File: config.mk
export PLATFORM = sky130hd
export DESIGN_NAME = sector_60bit_word_repacker_flat
export DESIGN_NICKNAME = d
export VERILOG_FILES = /design/src/sv/s60r_pkg.sv /design/src/sv/s60r_in_if.sv /design/src/sv/s60r_out_if.sv /design/src/sv/s60r_gather.sv /design/src/sv/s60r_serial.sv /design/src/sv/sector_60bit_word_repacker.sv /design/src/flat_wrapper.sv
export SDC_FILE = /design/constraint.sdc
export NUM_CORES = 1
export LEC_CHECK = 0
export BUFFER_PORTS_ARGS = -buffer_cell sky130_fd_sc_hd__buf_4
export CELL_PAD_IN_SITES_DETAIL_PLACEMENT = 0
export CELL_PAD_IN_SITES_GLOBAL_PLACEMENT = 1
export CORE_MARGIN = 5
export CORE_UTILIZATION = 35
export DETAILED_ROUTE_END_ITERATION = 8
export PLACE_DENSITY_LB_ADDON = 0.1
export SETUP_SLACK_MARGIN = 0.3
export SLEW_MARGIN = 20
export SYNTH_ARGS = -nofsm -noshare
export SYNTH_HDL_FRONTEND = slang
export SYNTH_SLANG_ARGS = --single-unit
File: constraint.sdc
create_clock -name clk -period 3.15 [get_ports clk]
set_input_delay 0.4725 -clock clk [delete_from_list [all_inputs] [get_ports clk]]
set_output_delay 0.4725 -clock clk [all_outputs]
set_load 0.02 [all_outputs]
File: src/sv/s60r_pkg.sv
// Package: shared constants and the group transaction type for the 60-bit sector repacker.
package s60r_pkg;

  // Field and group geometry
  localparam int BYTE_W        = 8;
  localparam int GROUP_BYTES   = 8;
  localparam int GROUP_W       = BYTE_W * GROUP_BYTES;
  localparam int WORD_BITS     = 60;
  localparam int NIBBLE_W      = 4;
  localparam int HEADER_BYTES  = 3;
  localparam int SHORT_RUN     = GROUP_BYTES - 1;

  // Defaults for the top-level parameters
  localparam int DEF_GROUPS_PER_SECTOR = 64;
  localparam int DEF_OUT_SECTOR_BYTES  = 512;

  // Completed group, handed from the gather stage to the serializer
  typedef struct packed {
    logic [GROUP_W-1:0] data;        // output bits, top aligned
    logic               eight_bytes; // 8 data bytes, else 7
    logic               header;      // first group of a sector
    logic               sector_end;  // last group of a sector
  } grp_t;

endpackage

File: src/sv/s60r_in_if.sv
// Interface: input byte channel (valid/ready).
interface s60r_in_if;
  logic       valid;
  logic       ready;
  logic [7:0] in_byte;

  modport source (output valid, output in_byte, input ready);
  modport sink   (input valid, input in_byte, output ready);
  modport mon    (input valid, input in_byte, input ready);
endinterface

File: src/sv/s60r_out_if.sv
// Interface: packed output byte channel (valid/ready).
interface s60r_out_if;
  logic       valid;
  logic       ready;
  logic [7:0] out_byte;
  logic       run_last;
  logic       sector_done;

  modport source (output valid, output out_byte, output run_last, output sector_done,
                  input ready);
  modport sink   (input valid, input out_byte, input run_last, input sector_done,
                  output ready);
  modport mon    (input valid, input out_byte, input run_last, input sector_done,
                  input ready);
endinterface

File: src/sv/s60r_gather.sv
// Gather stage: collects eight bytes into a group, drops the top nibble, applies the carry.
module s60r_gather import s60r_pkg::*; #(
  parameter int GROUPS_PER_SECTOR = DEF_GROUPS_PER_SECTOR
) (
  input  logic        clk,
  input  logic        rst,
  input  logic        cfg_wr_en,
  input  logic        cfg_wr_data,
  s60r_in_if.sink     image,
  output grp_t        grp,
  output logic        grp_valid,
  input  logic        grp_ready
);

  localparam int GCW = $clog2(GROUPS_PER_SECTOR);

  logic                reversed_order;
  logic [2:0]          pos;
  logic [BYTE_W-1:0]   held [SHORT_RUN];
  logic [GCW-1:0]      group_count;
  logic [NIBBLE_W-1:0] carry_nibble;
  logic                carry_held;

  logic                accept;
  logic                completes;
  logic [GROUP_W-1:0]  full;
  logic [WORD_BITS-1:0] word;
  logic                sect_end;
  grp_t                grp_next;

  // Input may proceed unless it completes a group while one is still pending
  assign image.ready = (pos != 3'(SHORT_RUN)) || !grp_valid || grp_ready;
  assign accept      = image.valid && image.ready;
  assign completes   = accept && (pos == 3'(SHORT_RUN));

  // Byte order of the whole group follows the register at the eighth byte
  always_comb begin
    full = '0;
    if (reversed_order) begin
      for (int i = 0; i < SHORT_RUN; i++) full[BYTE_W*i +: BYTE_W] = held[i];
      full[GROUP_W-1 -: BYTE_W] = image.in_byte;
    end else begin
      for (int i = 0; i < SHORT_RUN; i++)
        full[BYTE_W*(SHORT_RUN-i) +: BYTE_W] = held[i];
      full[BYTE_W-1:0] = image.in_byte;
    end
  end

  assign word     = full[WORD_BITS-1:0];
  assign sect_end = (group_count == GCW'(GROUPS_PER_SECTOR - 1));

  // Group transaction: carry joins on top; otherwise the low nibble goes last
  always_comb begin
    grp_next.data        = carry_held ? {carry_nibble, word} : {word, NIBBLE_W'(0)};
    grp_next.eight_bytes = carry_held || sect_end;
    grp_next.header      = (group_count == '0);
    grp_next.sector_end  = sect_end;
  end

  // Control state
  always_ff @(posedge clk) begin
    if (rst) begin
      reversed_order <= 1'b1;
      pos            <= '0;
      group_count    <= '0;
      carry_held     <= 1'b0;
      grp_valid      <= 1'b0;
    end else begin
      if (cfg_wr_en) reversed_order <= cfg_wr_data;
      if (completes) begin
        pos       <= '0;
        grp_valid <= 1'b1;
        if (sect_end) begin
          group_count <= '0;
          carry_held  <= 1'b0;
        end else begin
          group_count <= group_count + GCW'(1);
          carry_held  <= !carry_held;
        end
      end else begin
        if (accept) pos <= pos + 3'd1;
        if (grp_ready) grp_valid <= 1'b0;
      end
    end
  end

  // Payload
  always_ff @(posedge clk) begin
    if (accept && !completes) held[pos] <= image.in_byte;
    if (completes) begin
      grp          <= grp_next;
      carry_nibble <= word[NIBBLE_W-1:0];
    end
  end

endmodule

File: src/sv/s60r_serial.sv
// Serializer: emits header, data and padding bytes of one group into the output register.
module s60r_serial import s60r_pkg::*; #(
  parameter int GROUPS_PER_SECTOR = DEF_GROUPS_PER_SECTOR,
  parameter int OUT_SECTOR_BYTES  = DEF_OUT_SECTOR_BYTES
) (
  input  logic        clk,
  input  logic        rst,
  input  grp_t        grp,
  input  logic        grp_valid,
  output logic        grp_ready,
  s60r_out_if.source  sector
);

  localparam int USED    = HEADER_BYTES + (GROUPS_PER_SECTOR * WORD_BITS + 7) / 8;
  localparam int PAD     = (OUT_SECTOR_BYTES > USED) ? OUT_SECTOR_BYTES - USED : 0;
  localparam int MAX_RUN = HEADER_BYTES + GROUP_BYTES + PAD;
  localparam int CW      = $clog2(MAX_RUN);

  logic               busy;
  logic [GROUP_W-1:0] data;
  logic [CW-1:0]      idx;
  logic [CW-1:0]      hdr_end;
  logic [CW-1:0]      data_end;
  logic [CW-1:0]      last_idx;
  logic               sect_end;

  logic               o_valid;
  logic [BYTE_W-1:0]  o_byte;
  logic               o_last;
  logic               o_done;

  logic               adv;
  logic               is_last;
  logic               in_data;
  logic               load;
  logic [CW-1:0]      hdr_end_next;
  logic [CW-1:0]      data_end_next;
  logic [CW-1:0]      last_idx_next;

  // Step when the output register is free or being drained
  assign adv       = busy && (!o_valid || sector.ready);
  assign is_last   = (idx == last_idx);
  assign in_data   = (idx >= hdr_end) && (idx < data_end);
  assign grp_ready = !busy || (adv && is_last);
  assign load      = grp_valid && grp_ready;

  // Run layout of the incoming group
  always_comb begin
    hdr_end_next  = grp.header ? CW'(HEADER_BYTES) : '0;
    data_end_next = hdr_end_next + (grp.eight_bytes ? CW'(GROUP_BYTES) : CW'(SHORT_RUN));
    last_idx_next = data_end_next + (grp.sector_end ? CW'(PAD) : '0) - CW'(1);
  end

  // Control state
  always_ff @(posedge clk) begin
    if (rst) begin
      busy    <= 1'b0;
      o_valid <= 1'b0;
    end else begin
      if (adv) o_valid <= 1'b1;
      else if (sector.ready) o_valid <= 1'b0;
      if (load) busy <= 1'b1;
      else if (adv && is_last) busy <= 1'b0;
    end
  end

  // Payload and run position
  always_ff @(posedge clk) begin
    if (adv) begin
      o_byte <= in_data ? data[GROUP_W-1 -: BYTE_W] : '0;
      o_last <= is_last;
      o_done <= is_last && sect_end;
      idx    <= idx + CW'(1);
      if (in_data) data <= data << BYTE_W;
    end
    if (load) begin
      idx      <= '0;
      data     <= grp.data;
      hdr_end  <= hdr_end_next;
      data_end <= data_end_next;
      last_idx <= last_idx_next;
      sect_end <= grp.sector_end;
    end
  end

  assign sector.valid       = o_valid;
  assign sector.out_byte    = o_byte;
  assign sector.run_last    = o_last;
  assign sector.sector_done = o_done;

endmodule

File: src/sv/sector_60bit_word_repacker.sv
// Top level: 64-bit byte groups repacked into sectors of packed 60-bit words.
//
//   channel  | dir | payload                          | handshake
//   ---------+-----+----------------------------------+-------------------
//   image    | in  | in_byte[7:0]                     | valid / ready
//   sector   | out | out_byte[7:0], run_last, sect..  | valid / ready
//   cfg      | in  | cfg_wr_data (byte order)         | cfg_wr_en, no wait
//
// One input byte per cycle when ready; every eighth byte completes a group,
// emitted at one byte per cycle unless output stalls: 7 or 8 bytes, plus 3
// header bytes on a sector's first group and the padding run on its last. The
// serializer's output run sets the rate; input stalls only while a completed
// group waits for it. Groups pass the group and serializer data registers to the
// output register. Reset has no clearing pass; output stalls hold that register.
module sector_60bit_word_repacker import s60r_pkg::*; #(
  parameter int GROUPS_PER_SECTOR = DEF_GROUPS_PER_SECTOR,
  parameter int OUT_SECTOR_BYTES  = DEF_OUT_SECTOR_BYTES
) (
  input  logic        clk,
  input  logic        rst,
  input  logic        cfg_wr_en,
  input  logic        cfg_wr_data,
  s60r_in_if.sink     image,
  s60r_out_if.source  sector
);

  grp_t grp;
  logic grp_valid;
  logic grp_ready;

  // Byte gathering, ordering and nibble carry
  s60r_gather #(
    .GROUPS_PER_SECTOR (GROUPS_PER_SECTOR)
  ) u_gather (
    .clk         (clk),
    .rst         (rst),
    .cfg_wr_en   (cfg_wr_en),
    .cfg_wr_data (cfg_wr_data),
    .image       (image),
    .grp         (grp),
    .grp_valid   (grp_valid),
    .grp_ready   (grp_ready)
  );

  // Byte run output with header and padding
  s60r_serial #(
    .GROUPS_PER_SECTOR (GROUPS_PER_SECTOR),
    .OUT_SECTOR_BYTES  (OUT_SECTOR_BYTES)
  ) u_serial (
    .clk       (clk),
    .rst       (rst),
    .grp       (grp),
    .grp_valid (grp_valid),
    .grp_ready (grp_ready),
    .sector    (sector)
  );

endmodule

File: src/flat_wrapper.sv
// flat-port wrapper written by rule: the top's interface ports become plain ports
module sector_60bit_word_repacker_flat import s60r_pkg::*;
#(
  parameter int GROUPS_PER_SECTOR = DEF_GROUPS_PER_SECTOR,
  parameter int OUT_SECTOR_BYTES  = DEF_OUT_SECTOR_BYTES
)
  (clk, rst, cfg_wr_en, cfg_wr_data, image_valid, image_in_byte, image_ready, sector_valid, sector_out_byte, sector_run_last, sector_sector_done, sector_ready);
  s60r_in_if image_i ();
  s60r_out_if sector_i ();
  input  logic clk;
  input  logic rst;
  input  logic cfg_wr_en;
  input  logic cfg_wr_data;
  input wire logic [$bits(image_i.valid)-1:0] image_valid;
  input wire logic [$bits(image_i.in_byte)-1:0] image_in_byte;
  output wire logic [$bits(image_i.ready)-1:0] image_ready;
  output wire logic [$bits(sector_i.valid)-1:0] sector_valid;
  output wire logic [$bits(sector_i.out_byte)-1:0] sector_out_byte;
  output wire logic [$bits(sector_i.run_last)-1:0] sector_run_last;
  output wire logic [$bits(sector_i.sector_done)-1:0] sector_sector_done;
  input wire logic [$bits(sector_i.ready)-1:0] sector_ready;
  assign image_i.valid = image_valid;
  assign image_i.in_byte = image_in_byte;
  assign image_ready = image_i.ready;
  assign sector_valid = sector_i.valid;
  assign sector_out_byte = sector_i.out_byte;
  assign sector_run_last = sector_i.run_last;
  assign sector_sector_done = sector_i.sector_done;
  assign sector_i.ready = sector_ready;
  sector_60bit_word_repacker #(.GROUPS_PER_SECTOR(GROUPS_PER_SECTOR), .OUT_SECTOR_BYTES(OUT_SECTOR_BYTES)) u_core (.clk(clk), .rst(rst), .cfg_wr_en(cfg_wr_en), .cfg_wr_data(cfg_wr_data), .image(image_i), .sector(sector_i));
endmodule
======== Yosys cells after proc, flatten, opt, wreduce, memory -nomap -nowiden ========
Memory sizes are Yosys's and may differ from the RTL's.
Cells that the tools add are included.
storage, ports and cells
  register bits after elaboration ......... 184
  memory bits (writable) .................. 56
  output and inout port bits .............. 12
  memories ................................ 1
cells by class
  add/subtract/negate cells ............... 6
  magnitude comparators ................... 2
  equal/unequal tests ..................... 4
  mux-type cells .......................... 18
  reduce and logical (&&, ||, !) cells .... 26
memories
  memory                depth  width  read ports  clocked after Yosys merged registers in  write ports  line               source
  u_core.u_gather.held  7      8      7           0                                        1            s60r_gather.sv:19  logic [BYTE_W-1:0] held [SHORT_RUN];
operators with widths
  cell                                              count
  two-way mux 64 bit                                4
  two-way mux 60 bit                                1
  adder 6 x 1 -> 6 bit, second input constant       2
  nonzero test 2 bit                                5
  two-way mux 1 bit                                 9
  logical AND 1 bit                                 8
  adder 5 x 5 -> 6 bit                              1
  == test 6 bit                                     1
  == test 6 bit, second input constant              1
  >= comparator 6 bit                               1
  logical NOT 6 bit                                 1
  < comparator 6 bit                                1
  two-way mux 6 bit                                 1
  subtractor 6 x 1 -> 6 bit, second input constant  1
  adder 2 x 4 -> 5 bit                              1
  logical NOT 1 bit                                 5
  logical OR 1 bit                                  5
  two-way mux 5 bit                                 1
  two-way mux 4 bit                                 1
  adder 3 x 1 -> 3 bit, second input constant       1
  == test 3 bit, second input constant              1
  != test 3 bit, second input constant              1
  two-way mux 2 bit                                 1
  AND reduction 2 bit                               1
  OR reduction 2 bit                                1

======== Logic depth before layout (Yosys ltp) ========
  depth in word-level cells ............... 12
  gate-level depth with buffers ........... 10
  depth with buffers taken out ............ 10

======== Cells and area by module ========
A second synthesis with hierarchy kept.
unflattened totals
  cells, all modules ...................... 618
  area total of the unflattened synthesis .. 9953.3 um^2
modules (own cells, without submodules)
  module       instances  cells each  area each (um^2)
  s60r_gather  1          353         5775.5
  s60r_serial  1          265         4177.8

======== Worst setup path after synthesis ========
Ideal clock, no wire load.
  kind .................................... register to register
  start point ............................. register u_core.u_serial.idx[0]
  end point ............................... register u_core.u_serial.data[0] (enable)
  library setup time ...................... 421 ps
  arrival ................................. 2955 ps
  setup slack ............................. -226 ps
  stages on the path, launching flop included .. 8
  path buffers ............................ 0
  period minus slack after synthesis ...... 3376 ps
  path through ............................ dfxtp_1 -> inv_1 -> ha_1 -> nand2b_1 -> a2111oi_0 -> or4_1 -> a21oi_1 -> a21o_1
between the ends
  longest elaborated chain between the ends .. 6
  elaborated cells on any way between the ends .. 10
  classes of those cells .................. order compare: 2; eq/ne: 1; reduce/logical: 7
ends and longest elaborated chain
  item                                                         line               source
  from (decl)                                                  s60r_serial.sv:21  logic [CW-1:0] idx;
  from (signal assigned)                                       s60r_serial.sv:73  idx <= idx + CW'(1);
  branches (longest 5 deep; another with >= comparator 6 bit)  -
  AND reduction 2 bit (no line) *                              -
  to (signal assigned)                                         s60r_serial.sv:74  if (in_data) data <= data << BYTE_W;
  to (signal assigned)                                         s60r_serial.sv:78  data <= grp.data;
  to (decl)                                                    s60r_serial.sv:20  logic [GROUP_W-1:0] data;
Mark *: on every way between the ends.
A chain may end at the register's enable or synchronous reset.

======== Final worst setup path ========
  start point ............................. register u_core.u_serial.idx[2]
  end point ............................... output image_ready
between the ends
  longest elaborated chain between the ends .. 4
ends and longest elaborated chain
  item               line                source
  == test 6 bit      s60r_serial.sv:42   assign is_last = (idx == last_idx);
  logical AND 1 bit  s60r_serial.sv:44   assign grp_ready = !busy || (adv && is_last);
  logical OR 1 bit   s60r_serial.sv:44
  logical OR 1 bit   s60r_gather.sv:32   assign image.ready = (pos != 3'(SHORT_RUN)) || !grp_valid || grp_ready;
  to (decl)          flat_wrapper.sv:16  output wire logic [$bits(image_i.ready)-1:0] image_ready;
Every way passes these cells.

==> results.toml <==
[run_status]
status = "complete, no violations"

[setup_path]
r2r-end = "u_core.u_serial.data[11]"
critPathCaptureType = "output pin"
critPathMaxStageDelay_ps = 450
cp-start-kind = "flop"
reg2reg_slack_ps = 750
required_ps = 2680
crit_type = "flop to output pin"
cp_max_fo = 6
crit_chain = "xor2_1 > nor4_4 > nand2_1 > nand4_1 > buf_4"
worst_r2r_path_depth = 9
critical_path_arrival_ps = 2150
reg2reg_from = "u_core.u_serial.idx[0]"
cpMaxStageDelayCell = "dfxtp_1"

[synth]
syn_avg_cell_area_um2 = 16.4
synth_seq_cells = 233
synth_area_leaders = "edfxtp_1, mux2i_1, mux2_2, mux2_4, dfxtp_1"
synth_top_area_cell = "edfxtp_1"
ys.flop_type = "edfxtp_1"
syn-num-nets = 651
synth_area_um2 = 10100
ys_seq_area_frac = 0.674
synth.top_cell.area_share = 0.634
synth_edf_count = 213
syn-instance-count = 615
ys_types = 43
ys_warn_count = 0
postSynth.asyncResetShare = 0

[placement]
placed_cells = 1016
io_buffers = 25
place.gp.congestion = 0.749
placed_cell_area_um2 = 10800
dp_hpwl_um = 12900

[detailed_routing]
wl_um = 18700
first_iter_violations = 201
ant_nets = 0
post_drt_wl_per_cell_um = 17.5
vias = 4866
vias_per_cell = 4.57
dr.pass1.iters = 4
drc = 0

[global_route]
grt_max_degree = 69
grt_pass1_vias = 5061
grt_pass1_wl_um = 29800
antenna_found_initial = 0
overflow = 0
grtUsageTotal = 0.116

[timing]
setup_violations = 0
fin_crit_sh = 0.833
drv_slew = 0
fmax_mhz = 381
hold_viol_final = 0
whs_ps = 181
grt_setup_unrepaired = "no"
finalCriticalPeriod_ps = 2620
setup_tns_ps = 0
relSlewSlack = 0.459
fin_skew_ps = 16.9
tightest_slew_ps = 811

[floorplanning]
initial_core_util = 0.353
dieArea_um2 = 32300
ioPinCount = 26
die_y_um = 180
coreArea_um2 = 28500
rows = 62
die_x_um = 180

[clock_network]
cts_sinks = 233
h-tree-depth = 1
insertion_delay_ps = 520
numCtsBuffers = 27
cts_tree = "yes"
cts_hold_buf = 0
ctsResizeCount = 0
root_buffer = "clkbuf_16"
path_clk_slew_ps = 60
cts_buffer_depth = 3
cts_setup_buffers = 0

[finish]
final_cells = 1065
final_area_um2 = 11700
drive_gt1_frac = 0.239
fillers = 2644
diodes = 0
syn2layout_area_growth_pct = 16.1
nets = 697

[hold_path]
worstHoldStart = "cfg_wr_data"
whs_endpoint = "u_core.u_gather.reversed_order"
min_path_cells = 3
hp-class = "primary input to flop"

[power_and_ir_drop]
leakagePower_nw = 4.71
irDropWorstVdd_mv = 0.296
finalPower_mw = 6.72
powerDensity_nw_per_um2 = 574

[flow_run]
max-cap-violations = 0
==> where the power goes <==
part	total (mW)	internal (mW)	switching, mW
Sequential	3.41	3.37	0.0305
Combinational	0.192	0.0861	0.106
Clock	3.12	1.93	1.19
Total	6.72	5.39	1.33
==> metrics by stage <==
step            util  setup WS, ps
3_5_place_dp   0.378           730
2_1_floorplan      -           318
3_3_place_gp   0.378           716
4_1_cts        0.410           469
6_report       0.410           526
5_1_grt        0.410           387
==> metal layers <==
layer	wire length [um]	share of wire	vias to the layer above	track usage
li1	-	-	2417	-
met4	314	0.017	0	0.0290
met1	9800	0.52	2359	0.184
met2	7850	0.42	65	0.162
met5	0	0	-	0
met3	715	0.038	25	0.0232
==> final cells by class <==
cell class              count  area [um^2]  area share
clock buffers              35          756      0.0646
clock inverters            14          155      0.0133
inverters                  23         86.3     0.00738
multi-input cells         335         3070       0.262
flip-flops and latches    233         6800       0.581
well taps                 384          480      0.0411
repair buffers             41          358      0.0306
==> worst max-delay path, delay by kind of cell (launching register included) <==
kind                      cells  cell delay (ps)
xor gates and xnor gates      1              150
and+or+nand+nor               3              850
DFF                           1              450
buffers and inverters         1              200
==> state kept, by name, summed over array words and instances (netlist names), 4 cells and up <==
register and count:
u_core.u_gather.group_count 6, u_core.u_gather.carry_nibble 4, u_core.u_serial.sector.out_byte 8, u_core.u_serial.data_end 4, u_core.u_serial.data 64, u_core.u_serial.idx 6
u_core.u_gather.grp 67, u_core.u_gather.held 56, u_core.u_serial.last_idx 6
==> logic make-up after synthesis <==
kind of cell,Yosys count,share of synthesized area
flip-flops,233,0.674
XOR/XNOR,14,0.0122
adder cells (fa/ha/maj),22,0.0288
multiplexers,174,0.193
AND/OR/NAND/NOR,91,0.0480
AO/OA/AOI/OAI,34,0.0216
buffers and inverters,47,0.0226
==> Yosys cell counts (all sizes together) (8+ instances only) <==
cell type,n
a21oi,17
and2,15
and3,11
buf,16
clkbuf,8
dfxtp,20
edfxtp,213
ha,20
inv,22
mux2,70
mux2i,104
nand2,12
nor2,29
xor2,8
==> worst max-delay path by stage <==
| stage | startpoint | endpoint | slack, ps |
|---|---|---|---|
| after floorplan | u_core.u_serial.idx[0] | u_core.u_serial.data[0] | 320 |
| after global placement | u_core.u_serial.idx[0] | u_core.u_serial.data[32] | 720 |
| after detailed placement | u_core.u_serial.idx[0] | u_core.u_serial.data[24] | 730 |
| after CTS | u_core.u_serial.idx[2] | image_ready | 470 |
| after global routing | u_core.u_serial.idx[2] | image_ready | 390 |
| final | u_core.u_serial.idx[2] | image_ready | 530 |
==> cell usage in the layout, fill, tap and decap left out, drive strengths merged, types with 3 or more instances in the layout <==
cell	n
o21ai	4
ha	20
bufinv	3
xnor2	6
nand2b	7
nor2	29
mux2	70
and3	11
clkbuf	35
buf	41
a21oi	17
inv	23
nand4	4
nand2	12
and2	15
mux2i	104
a21o	5
dfxtp	20
xor2	8
nand3	4
clkinv	9
edfxtp	213
(Power assumes the default switching activity.)
